**src/lkc_pkg.sv**
```systemverilog
// shared types and constants for the keyed lru cache lookup
`default_nettype none

package lkc_pkg;

	localparam int KEY_W        = 32;
	localparam int SLOT_W       = 4;
	localparam int DEF_ENTRIES  = 16;
	localparam int DEF_AGE_BITS = 32;

	// request transaction
	typedef struct packed {
		logic [KEY_W-1:0] key;
		logic             load_ok;
		logic             default_ok;
	} req_t;

	// response transaction
	typedef struct packed {
		logic              found;
		logic [SLOT_W-1:0] slot;
		logic              was_hit;
		logic              fell_back;
	} rsp_t;

endpackage

`default_nettype wire

```
**src/lkc_mem.sv**
```systemverilog
// key and age storage with one write port and one registered read port
`default_nettype none

module lkc_mem
	import lkc_pkg::*;
#(
	parameter int ENTRIES  = DEF_ENTRIES,
	parameter int AGE_BITS = DEF_AGE_BITS,
	localparam int IW      = $clog2(ENTRIES)
) (
	input  wire logic                clk,
	input  wire logic [IW-1:0]       rd_addr,
	output logic      [KEY_W-1:0]    rd_key,
	output logic      [AGE_BITS-1:0] rd_age,
	input  wire logic                we_key,
	input  wire logic                we_age,
	input  wire logic [IW-1:0]       wr_addr,
	input  wire logic [KEY_W-1:0]    wr_key,
	input  wire logic [AGE_BITS-1:0] wr_age
);

	logic [KEY_W-1:0]    key_mem [ENTRIES];
	logic [AGE_BITS-1:0] age_mem [ENTRIES];

	// write port
	always_ff @(posedge clk) begin
		if (we_key) begin
			key_mem[wr_addr] <= wr_key;
		end
		if (we_age) begin
			age_mem[wr_addr] <= wr_age;
		end
	end

	// registered read port
	always_ff @(posedge clk) begin
		rd_key <= key_mem[rd_addr];
		rd_age <= age_mem[rd_addr];
	end

endmodule

`default_nettype wire

```
**src/lru_keyed_cache_lookup.sv**
```systemverilog
// Fully associative keyed cache with timestamp lru replacement. A request is
// taken while req_stall is low and yields exactly one response. Each lookup pass
// reads the key/age store one entry per cycle through its single read port and
// checks key match, first free entry and smallest age with one shared compare
// unit. A request answers after one pass, or after a second pass when a failed
// load retries with default_key.
// req_stall stays high from acceptance until the response is in the output
// register. The output register lets a request be accepted while the previous
// response still waits. Configuration writes are always ready.
`default_nettype none

module lru_keyed_cache_lookup
	import lkc_pkg::*;
#(
	parameter int ENTRIES  = DEF_ENTRIES,
	parameter int AGE_BITS = DEF_AGE_BITS
) (
	input  wire logic             clk,
	input  wire logic             arst_n,
	input  wire logic             req_valid,
	output logic                  req_stall,
	input  wire req_t             req,
	output logic                  rsp_valid,
	input  wire logic             rsp_stall,
	output rsp_t                  rsp,
	input  wire logic             cfg_valid,
	output logic                  cfg_ready,
	input  wire logic [KEY_W-1:0] cfg_data
);

	localparam int IW = $clog2(ENTRIES);
	localparam logic [IW-1:0] LAST_IDX = IW'(ENTRIES - 1);

	localparam logic [1:0] ST_IDLE   = 2'd0;
	localparam logic [1:0] ST_SCAN   = 2'd1;
	localparam logic [1:0] ST_DECIDE = 2'd2;
	localparam logic [1:0] ST_OUT    = 2'd3;

	logic [1:0]          state_q;
	logic [KEY_W-1:0]    default_key_q;
	logic [ENTRIES-1:0]  valid_q;
	logic [AGE_BITS-1:0] tick_q;

	logic [KEY_W-1:0]    lookup_key_q;
	logic                ok_q;
	logic                dok_q;
	logic                fb_q;

	logic [IW-1:0]       scan_q;
	logic                issue_done_q;
	logic                rd_vld_s1;
	logic [IW-1:0]       rd_idx_s1;
	logic [KEY_W-1:0]    rd_key_s1;
	logic [AGE_BITS-1:0] rd_age_s1;

	logic                hit_found_q;
	logic [IW-1:0]       hit_idx_q;
	logic                free_found_q;
	logic [IW-1:0]       free_idx_q;
	logic [AGE_BITS-1:0] min_age_q;
	logic [IW-1:0]       min_idx_q;

	rsp_t                res_q;
	rsp_t                rsp_q;
	logic                rsp_valid_q;

	logic                we_key;
	logic                we_age;
	logic [IW-1:0]       wr_addr;
	logic [IW-1:0]       victim;
	logic [AGE_BITS-1:0] tick_next;
	logic                key_match;
	logic                age_lower;

	assign req_stall = (state_q != ST_IDLE);
	assign rsp_valid = rsp_valid_q;
	assign rsp       = rsp_q;
	assign cfg_ready = 1'b1;

	// shared compare unit and decision terms
	assign key_match = valid_q[rd_idx_s1] && (rd_key_s1 == lookup_key_q);
	assign age_lower = (rd_idx_s1 == '0) || (rd_age_s1 < min_age_q);
	assign tick_next = tick_q + AGE_BITS'(1);
	assign victim    = free_found_q ? free_idx_q : min_idx_q;

	// store write controls, used only in the decide step
	always_comb begin
		we_key  = 1'b0;
		we_age  = 1'b0;
		wr_addr = victim;
		if (state_q == ST_DECIDE) begin
			if (hit_found_q) begin
				we_age  = 1'b1;
				wr_addr = hit_idx_q;
			end else if (ok_q) begin
				we_key = 1'b1;
				we_age = 1'b1;
			end
		end
	end

	lkc_mem #(
		.ENTRIES  (ENTRIES),
		.AGE_BITS (AGE_BITS)
	) u_mem (
		.clk     (clk),
		.rd_addr (scan_q),
		.rd_key  (rd_key_s1),
		.rd_age  (rd_age_s1),
		.we_key  (we_key),
		.we_age  (we_age),
		.wr_addr (wr_addr),
		.wr_key  (lookup_key_q),
		.wr_age  (tick_next)
	);

	// configuration register
	always_ff @(posedge clk or negedge arst_n) begin
		if (!arst_n) begin
			default_key_q <= '0;
		end else if (cfg_valid && cfg_ready) begin
			default_key_q <= cfg_data;
		end
	end

	// sequencer and scan accumulators
	always_ff @(posedge clk or negedge arst_n) begin
		if (!arst_n) begin
			state_q      <= ST_IDLE;
			valid_q      <= '0;
			tick_q       <= '0;
			issue_done_q <= 1'b0;
			rd_vld_s1    <= 1'b0;
			hit_found_q  <= 1'b0;
			free_found_q <= 1'b0;
			fb_q         <= 1'b0;
			rsp_valid_q  <= 1'b0;
		end else begin
			// output register drains independently
			if (rsp_valid_q && !rsp_stall && (state_q != ST_OUT)) begin
				rsp_valid_q <= 1'b0;
			end

			unique case (state_q)
				ST_IDLE: begin
					if (req_valid) begin
						lookup_key_q <= req.key;
						ok_q         <= req.load_ok;
						dok_q        <= req.default_ok;
						fb_q         <= 1'b0;
						scan_q       <= '0;
						issue_done_q <= 1'b0;
						hit_found_q  <= 1'b0;
						free_found_q <= 1'b0;
						state_q      <= ST_SCAN;
					end
				end
				ST_SCAN: begin
					// issue one read per cycle
					rd_vld_s1 <= !issue_done_q;
					rd_idx_s1 <= scan_q;
					if (!issue_done_q) begin
						issue_done_q <= (scan_q == LAST_IDX);
						if (scan_q != LAST_IDX) begin
							scan_q <= scan_q + IW'(1);
						end
					end
					// compare the entry read last cycle
					if (rd_vld_s1) begin
						if (key_match && !hit_found_q) begin
							hit_found_q <= 1'b1;
							hit_idx_q   <= rd_idx_s1;
						end
						if (!valid_q[rd_idx_s1] && !free_found_q) begin
							free_found_q <= 1'b1;
							free_idx_q   <= rd_idx_s1;
						end
						if (age_lower) begin
							min_age_q <= rd_age_s1;
							min_idx_q <= rd_idx_s1;
						end
						if (rd_idx_s1 == LAST_IDX) begin
							state_q <= ST_DECIDE;
						end
					end
				end
				ST_DECIDE: begin
					priority if (hit_found_q) begin
						state_q         <= ST_OUT;
						tick_q          <= tick_next;
						res_q.found     <= 1'b1;
						res_q.slot      <= SLOT_W'(hit_idx_q);
						res_q.was_hit   <= 1'b1;
						res_q.fell_back <= fb_q;
					end else if (ok_q) begin
						state_q         <= ST_OUT;
						tick_q          <= tick_next;
						valid_q[victim] <= 1'b1;
						res_q.found     <= 1'b1;
						res_q.slot      <= SLOT_W'(victim);
						res_q.was_hit   <= 1'b0;
						res_q.fell_back <= fb_q;
					end else if (!fb_q && (lookup_key_q != default_key_q)) begin
						// retry the whole lookup with the default key
						fb_q         <= 1'b1;
						lookup_key_q <= default_key_q;
						ok_q         <= dok_q;
						scan_q       <= '0;
						issue_done_q <= 1'b0;
						hit_found_q  <= 1'b0;
						free_found_q <= 1'b0;
						state_q      <= ST_SCAN;
					end else begin
						state_q <= ST_OUT;
						res_q   <= '0;
					end
				end
				ST_OUT: begin
					if (!rsp_valid_q || !rsp_stall) begin
						rsp_valid_q <= 1'b1;
						state_q     <= ST_IDLE;
					end
				end
				default: begin
					state_q <= ST_IDLE;
				end
			endcase
		end
	end

	// response payload register
	always_ff @(posedge clk) begin
		if ((state_q == ST_OUT) && (!rsp_valid_q || !rsp_stall)) begin
			rsp_q <= res_q;
		end
	end

endmodule

`default_nettype wire

```
**config.mk**
```make
export PLATFORM = sky130hd
export DESIGN_NAME = lru_keyed_cache_lookup
export DESIGN_NICKNAME = d
export VERILOG_FILES = /design/src/lkc_pkg.sv /design/src/lkc_mem.sv /design/src/lru_keyed_cache_lookup.sv
export SDC_FILE = /design/constraint.sdc
export NUM_CORES = 1
export LEC_CHECK = 0
export ABC_AREA = 1
export BUFFER_PORTS_ARGS = -buffer_cell sky130_fd_sc_hd__buf_4
export CAP_MARGIN = 5
export CORE_MARGIN = 10
export CORE_UTILIZATION = 45
export DETAILED_ROUTE_END_ITERATION = 8
export GPL_TIMING_DRIVEN = 0
export SLEW_MARGIN = 20
export SYNTH_ARGS = -nofsm -noshare
export SYNTH_HDL_FRONTEND = slang
export SYNTH_SLANG_ARGS = --single-unit
export TNS_END_PERCENT = 5
```
**constraint.sdc**
```tcl
create_clock -name clk -period 12.6 [get_ports clk]
set_input_delay 1.89 -clock clk [delete_from_list [all_inputs] [get_ports clk]]
set_output_delay 1.89 -clock clk [all_outputs]
set_load 0.02 [all_outputs]
```
==> results.md, run 1 <==
Status:
- The flow ran to the end, and the final reports show no timing, DRC or antenna violations.

Yosys:
- Counting flops with an async set or reset pin after synthesis yields a share of 0.0690.
- The synthesized net count is 4071.
- Of the post-synthesis cell area, the dominant cell type holds 0.672.
- The commonest cells after synthesis are sky130_fd_sc_hd__edfxtp_1, sky130_fd_sc_hd__nand2_1, sky130_fd_sc_hd__o21ai_0, sky130_fd_sc_hd__nor2_1, sky130_fd_sc_hd__clkbuf_1.
- The mean instance size in the synthesized netlist is 12.7 µm².
- By area the synthesized netlist is led by sky130_fd_sc_hd__edfxtp_1, sky130_fd_sc_hd__nand2_1, sky130_fd_sc_hd__dfrtp_1.
- The share of the Yosys chip area taken by registers is 0.742.
- The Yosys step of the flow raised 0 warnings.
- In this run, synthesis inferred 1124 flip-flops with an integrated enable.
- In the synthesized netlist the dominant register cell turns out to be sky130_fd_sc_hd__edfxtp_1.
- In this run, distinct cell masters in the synthesized netlist total 46.
- The cell taking the most area after synthesis is sky130_fd_sc_hd__edfxtp_1.
- In this run the cell area of the synthesized design comes to 50200 µm².
- The most instantiated library cell after synthesis is sky130_fd_sc_hd__edfxtp_1.
- The synthesized design contains 1276 register bits.
- The cell count after synthesis came out at 3967.

CTS:
- The root buffer selected by CTS is sky130_fd_sc_hd__clkbuf_16.
- The register clock-pin slew on the reported worst setup and hold paths is 60 ps.
- The clock latency at the later pin of the worst-skew pair is 760 ps.
- The count of H-tree levels built during CTS is 4.
- Counting along the longest clock path gives a buffer depth of 3.
- The CTS tree is built.
- The CTS sink count is approximately 1300.
- The number of buffers inserted to repair setup after CTS is 0.
- The number of hold buffers added after CTS is 0.
- The number of clock buffers inserted by TritonCTS is 133.
- The number of gates resized after cts is 0.

Final layout:
- The area growth from synthesis to layout is 17.2%.
- In the final layout, the share of cells above drive strength 1 is 0.113.
- At the end of the flow, the number of nets in the layout was roughly 4400.
- Registers take ~37000 µm².
- The combined area of the multi-input logic cells is 11900 µm².
- Counting the fill cells in the layout gives 9249.

Place:
- The detailed placer's ending HPWL is 101000 µm.
- During placement, the flow inserted port buffers numbering between 70 and 80.
- The placer congestion estimate is 0.873.

Floorplan:
- The number of core rows is 122.
- The top-level I/O count is 81.
- The vertical extent of the die is 354 µm.
- The effective utilization at floorplan is 0.454.
- The die width is 354 µm.
- The core area is about 110000 µm².
- The die covers 125000 µm².

Routing:
- In the routed design, unresolved DRC markers number 0.
- The overall routed net length is about 150000 µm.
- Dividing the detail-routed via count by the number of cells gives 5.77.
- Dividing the detail-routed wire length by the instance count gives 26.1 µm.
- In this run, the number of DRC markers left after iteration 0 of detailed routing was 4298.
- The total iterations of the first detailed-routing run is 6.
- The via count is around 34000.
- Once detail routing completed, the nets flagged for antenna violations numbered 0.

STA:
- Setup violations remaining at the end of the flow were counted as 0.
- The portion of the clock cycle consumed by the worst path in the final layout is 0.306.
- The pin slew with the least headroom to its limit is 1220 ps.
- The hold violation count in the final report is 0.
- The relative slew slack is 0.185.
- The count of final max-slew check failures was 0.
- Setup repair after global routing left no endpoint under its margin.
- For the final routed database, the setup TNS stands at 0 ps.
- The achievable frequency is 259 MHz.
- The smallest clock period supported by the final layout is computed as 3860 ps.
- Final hold analysis gives a worst-case slack of approximately 420 ps.
- The final worst clock skew is between 30 and 40 ps.

Setup path:
- For flop-to-flop paths, the worst setup slack is 8970 ps.
- Data arrives at the worst endpoint at 4300 ps.
- The critical path starts at arst_n.
- The number of cells traversed by the worst register-to-register path is 9.
- The worst setup path is launched from an input port.
- In this run the worst setup path terminates at min_age_q[8].
- The worst reg2reg path startpoint is hit_found_q.
- By startpoint and endpoint, the worst setup path is classified as in2reg.
- The critical path endpoint category is a register.
- For the worst setup path, the data required time is approximately 13000 ps.
- Along the worst path, the maximum fanout reaches 91.
- The endpoint identified for the worst register-to-register timing path is u_mem.age_mem[3][10].

Pwr:
- VDD sags by at most about 0.15 mV.
- For this design the ratio of total power to cell area is 220 nW/µm².
- The leakage component of the power is 20.5 nW.

Global routing:
- The maximum number of pins on one net before global-route repair is between 90 and 100.
- The via count of the first global-routing pass is 32700.
- The global-route wire length before repair is 221000 µm.
- The number of antenna violations at the first check in global routing is 5.
- The all-layer global routing usage is 0.238.
- The total overflow left after global routing is 0.

Min path:
- The path class of the tightest hold or removal check is reg2reg.

Job:
- The tool flagged a number of max-cap violations equal to 0.
==> report_power, final <==
part	total [mW]	internal [mW]	switching [mW]
sequential	5.50	5.20	0.302
combinational	3.46	0.874	2.58
clock	3.97	2.33	1.64
total	12.9	8.41	4.52
==> per-layer routing <==
metal / part of all wire / wire, µm / track usage / vias to the layer above
li1: - / - / - / 15000
met4: 0.038 / 5820 / 0.0925 / 2
met3: 0.094 / 14400 / 0.0510 / 325
met2: 0.47 / 71700 / 0.381 / 1693
met5: 0.000092 / 14 / 0 / -
met1: 0.40 / 61000 / 0.317 / 16800
==> layout make-up <==
| type | count | area share |
|---|---|---|
| flip-flops and latches | 1276 | 0.633 |
| multi-input cells | 2290 | 0.202 |
| clock buffers | 192 | 0.0647 |
| repair buffers | 161 | 0.0320 |
| well taps | 1488 | 0.0316 |
| plain buffers | 220 | 0.0150 |
| inverters | 181 | 0.0115 |
| clock inverters | 55 | 0.0102 |
| diodes | 2 | 0.0000850 |
==> stage by stage <==
step                cells  instance area (µm²)  utilization  total power, mW  setup WS, ps
global placement     5533                52700        0.476             8.82          2230
floorplan            3967                50200            -             7.32          7790
finish               5865                58900        0.532             12.9          8740
CTS                  5862                58700        0.531             12.9          8730
detailed placement   5615                54300        0.491             8.97          7950
global route         5863                58900        0.532             13.4          8520
==> worst min-delay path by stage <==
stage                  start  endpoint  slack (ps)  cells past startpoint
finish              res_q[2]    rsp[2]         420                      0
global route        res_q[2]    rsp[2]         430                      0
CTS                 res_q[2]    rsp[2]         420                      0
detailed placement  res_q[2]    rsp[2]         410                      0
global placement    res_q[6]    rsp[6]         410                      0
floorplan           res_q[0]    rsp[0]         400                      0
==> critical path, cell delays in order <==
cell and delay, ps:
sky130_fd_sc_hd__buf_6 620, sky130_fd_sc_hd__inv_1 330, sky130_fd_sc_hd__nor2_1 410, sky130_fd_sc_hd__nand2_1 180
sky130_fd_sc_hd__a21oi_4 270, sky130_fd_sc_hd__buf_16 210, sky130_fd_sc_hd__buf_16 180
==> placed cells by master, fill, tap and decap left out, drive strengths merged, types with 2 or more instances in the layout <==
master / synthesis / final
edfxtp: 1124 / 1124
a31oi: 5 / 5
dfrtp: 88 / 88
nor3: 16 / 16
nand2: 737 / 737
nand4: 65 / 65
ha: 33 / 33
clkbuf: 176 / 368
a211oi: 6 / 6
nor4: 9 / 9
or2: 5 / 5
xnor2: 27 / 27
o221ai: 53 / 53
nand3: 144 / 144
o21ai: 444 / 444
bufinv: 0 / 11
o22ai: 84 / 84
buf: 44 / 205
a221oi: 75 / 75
o2111ai: 3 / 3
dfxtp: 64 / 64
o211ai: 2 / 2
a21oi: 166 / 166
diode: 0 / 2
inv: 179 / 184
xor2: 39 / 39
nor2: 374 / 374
clkinv: 2 / 40
==> flip-flops by register name, indices dropped and copies added, names as in the netlist, 7 cells and up <==
name	cells
default_key_q	32
lookup_key_q	32
min_age_q	32
res_q	7
rsp	7
tick_q	32
u_mem.age_mem	512
u_mem.key_mem	512
u_mem.rd_age	32
u_mem.rd_key	32
valid_q	16
==> kinds of logic after synthesis <==
family | after synthesis | share of synthesized area
simple gates | 1351 | 0.111
flops | 1276 | 0.742
compound gates | 839 | 0.0965
buf+inv | 401 | 0.0309
xor+xnor | 66 | 0.0117
fa+ha+maj | 33 | 0.00822
other cells | 1 | 0.0000747
Note: power is estimated with default switching activity, not from simulation.
==> run 2: changes to the inputs <==
Clock period 12.6 ns to 3.6 ns, I/O delays scaled along.
==> results.md, run 2 (synthesis gave the netlist of run 1 again) <==
Status:
- The run finished with clean final reports.

CTS:
- The number of clock buffers inserted by TritonCTS is 133 (unchanged).
- The clock latency at the later pin of the worst-skew pair came to 750 ps (about the same).
- The count of H-tree levels built during CTS is 4 (unchanged).
- TritonCTS built the clock tree.
- The root buffer selected by CTS is sky130_fd_sc_hd__clkbuf_16.
- The CTS sink count was 1276 (unchanged).
- The maximum buffer depth of the clock tree is 3 (unchanged).
- The register clock-pin slew on the reported worst setup and hold paths is 60 ps (about the same).

STA:
- The portion of the clock cycle consumed by the worst path in the final layout is 0.945.
- The pin slew with the least headroom to its limit is 1220 ps (-2.31 ps).
- The hold violation count in the final report was 0 (unchanged).
- The total negative slack for setup checks is 0 ps (unchanged).
- Setup repair after global routing left no endpoint under its margin.
- Based on the critical path, the design can be clocked at up to between 200 and 300 MHz.
- The final worst clock skew came to 27.8 ps (-9.78 ps).
- The count of final max-slew check failures was 0 (unchanged).
- The relative slew slack is 0.186 (+0.00154).
- The final setup violation count is 0 (unchanged).
- The final critical-path required period is 3400 ps.

Floorplan:
- The die width is 354 µm (unchanged).
- The effective utilization at floorplan is 0.454 (unchanged).
- The number of core rows is 122 (unchanged).
- The die outline area is 125000 µm² (unchanged).
- The vertical extent of the die is 354 µm (unchanged).
- The core area is 111000 µm² (unchanged).
- The top-level I/O count is 81 (unchanged).

Routing:
- The number of violations reported at the end of detailed-routing iteration 0 is 3789 (-12%).
- The final routed wire length divided by cell count is 25.7 µm (-1.3%).
- The via count is 33600 (-0.59%).
- The post-detailed-route DRC marker count came to 0 (unchanged).
- The via density per instance is 5.72 (-0.91%).
- The remaining antenna violation count was 0 (unchanged).
- The overall routed net length was 151000 µm (-1.0%).
- The total iterations of the first detailed-routing run is 6 (unchanged).

Setup path:
- The type of origin of the critical path is a register.
- The critical register-to-register path endpoint is u_mem.age_mem[6][11].
- The highest net fanout along the worst path is 17 (-81%).
- The critical path starts at state_q[0].
- In this run the critical register-to-register path is launched from state_q[0].
- The arrival time at the worst endpoint was 3830 ps (-470 ps).
- The timing endpoint of the critical path is u_mem.age_mem[6][11].
- The critical path endpoint category is a register.
- The critical path in this run is classified as reg2reg.
- The number of cells traversed by the worst register-to-register path is 9 (unchanged).
- The register-to-register setup slack was 200 ps (-8770 ps).
- The critical path data required time was 4030 ps (-9010 ps).

Final layout:
- The net count reported at finish came to 4388 (+0.48%).
- The ratio of cells with drive above 1 in the final layout is 0.113 (about the same).
- Leaving out fill and tap cells, the most frequent cell in the layout is sky130_fd_sc_hd__edfxtp_1.
- The final-layout fill cell count is 9267 (+0.19%).
- The largest registers in the layout are u_mem.age_mem (512), u_mem.key_mem (512).
- The layout overhead on the synthesized area is 17.5%.
- The end-of-flow core utilization was 0.533 (+0.00102).
- In the layout the commonest cells are sky130_fd_sc_hd__edfxtp_1, sky130_fd_sc_hd__nand2_1, sky130_fd_sc_hd__o21ai_0.

Pwr:
- The switching share of total power is 0.351 (+0.00129).
- The power spent charging and discharging nets is 15.8 mW (+250%).
- The sequential cell fraction of total power was 0.428 (+0.003).
- The internal portion of total power is 29.2 mW (+250%).
- The maximum ir drop on the vdd rail is 0.418 mV (+180%).
- The portion of total power attributed to combinational logic is 0.268 (about the same).
- The leakage component of the power came to 20.6 nW (+0.14%).
- The ratio of total power to cell area is 763 nW/µm² (+250%).
- The clock share of power is 0.304 (-0.003).
- The post-route total power is 45.0 mW (+250%).

Global routing:
- The final global-route overflow total came to 0 (unchanged).
- The global-route wire length before repair is 221000 µm (-0.27%).
- The number of antenna violations at the first check in global routing is 7 (+2).
- The all-layer global routing usage is 0.237 (-0.00155).
- The via count of the first global-routing pass came to 32900 (+0.44%).
- The maximum number of pins on one net before global-route repair is 92 (unchanged).

Place:
- The placer congestion estimate is 0.900 (+3.0%).
- The number of input and output port buffers inserted is 78 (unchanged).
- The detailed placer's ending HPWL is 100000 µm (-1.4%).

Job:
- The reported max-cap violation count came to 0 (unchanged).

Min path:
- The worst min-delay path category is in2reg.
[run 2: cell count changes in the layout (fill, tap and decap cells not counted), sizes merged]
cell and delta:
diode -1, clkinvlp +1, clkbuf -7, bufinv -2
clkinv +3, dlygate4sd3 +23, buf -2, inv +4
[run 2: power by group through the flow]
stage / Combinational, mW / Clock (mW) / Sequential, mW
after global routing: 13.0 / 14.4 / 19.4
final: 12.1 / 13.7 / 19.3
after CTS: 11.9 / 13.8 / 19.2
after global placement: 11.3 / 0 / 19.6
after floorplan: 6.47 / 0 / 19.2
after detailed placement: 11.8 / 0 / 19.5
[run 2: metal layers]
| layer | global-route usage | routed length (µm) | up-vias |
|---|---|---|---|
| li1 | - | - | 15000 |
| met1 | 0.315 | 61200 | 16800 |
| met2 | 0.378 | 71000 | 1545 |
| met3 | 0.0470 | 12900 | 311 |
| met4 | 0.101 | 6330 | 4 |
| met5 | 0 | 24 | - |
[run 2: repair_timing]
action,CTS,global route
pin swaps,1,1
cloned,0,0
resized for setup,3,0
hold buffers,23,0
endpoints found under the setup margin,96,5
endpoints found under the hold margin,100,0
setup buffers,1,1
[run 2: worst min-delay path by stage]
stage,slack (ps),to,cells after the start,from
final,30,default_key_q[5],3,cfg_data[5]
after global routing,20,default_key_q[5],3,cfg_data[5]
after CTS,1,default_key_q[28],3,cfg_data[28]
after detailed placement,410,rsp[2],0,res_q[2]
after global placement,410,rsp[6],0,res_q[6]
after floorplan,240,default_key_q[0],0,arst_n
[run 2: area by class of cell]
type | count | area, µm² | area share
multi-input cells | 2290 | 11900 | 0.202
inverters | 181 | 679 | 0.0115
clock buffers | 185 | 3740 | 0.0634
flip-flops and latches | 1276 | 37200 | 0.631
well taps | 1488 | 1860 | 0.0316
plain buffers | 220 | 886 | 0.0150
clock inverters | 61 | 582 | 0.00987
diodes | 1 | 2.50 | 0.0000424
repair buffers | 182 | 2070 | 0.0351
[run 2: stage by stage]
| stage | cell area (µm²) | hold slack (ps) | worst slack [ps] | instances |
|---|---|---|---|---|
| 6_report | 59000 | 29.4 | 199 | 5884 |
| 5_1_grt | 59000 | 24.9 | 20.2 | 5883 |
| 4_1_cts | 58900 | 1.42 | 110 | 5882 |
| 3_3_place_gp | 52700 | 407 | -5940 | 5533 |
| 2_1_floorplan | 50200 | 244 | -1200 | 3967 |
| 3_5_place_dp | 54300 | 409 | -188 | 5612 |
[run 2: worst max-delay path, stage by stage, from the launching register on]
cell                       delay (ps)
sky130_fd_sc_hd__dfrtp_1          350
sky130_fd_sc_hd__buf_4            160
sky130_fd_sc_hd__nor2_4           160
sky130_fd_sc_hd__inv_2             80
sky130_fd_sc_hd__nor2_2           340
sky130_fd_sc_hd__inv_1            100
sky130_fd_sc_hd__clkbuf_1         400
sky130_fd_sc_hd__clkbuf_2         490
sky130_fd_sc_hd__nor2_4           740
sky130_fd_sc_hd__buf_16           250
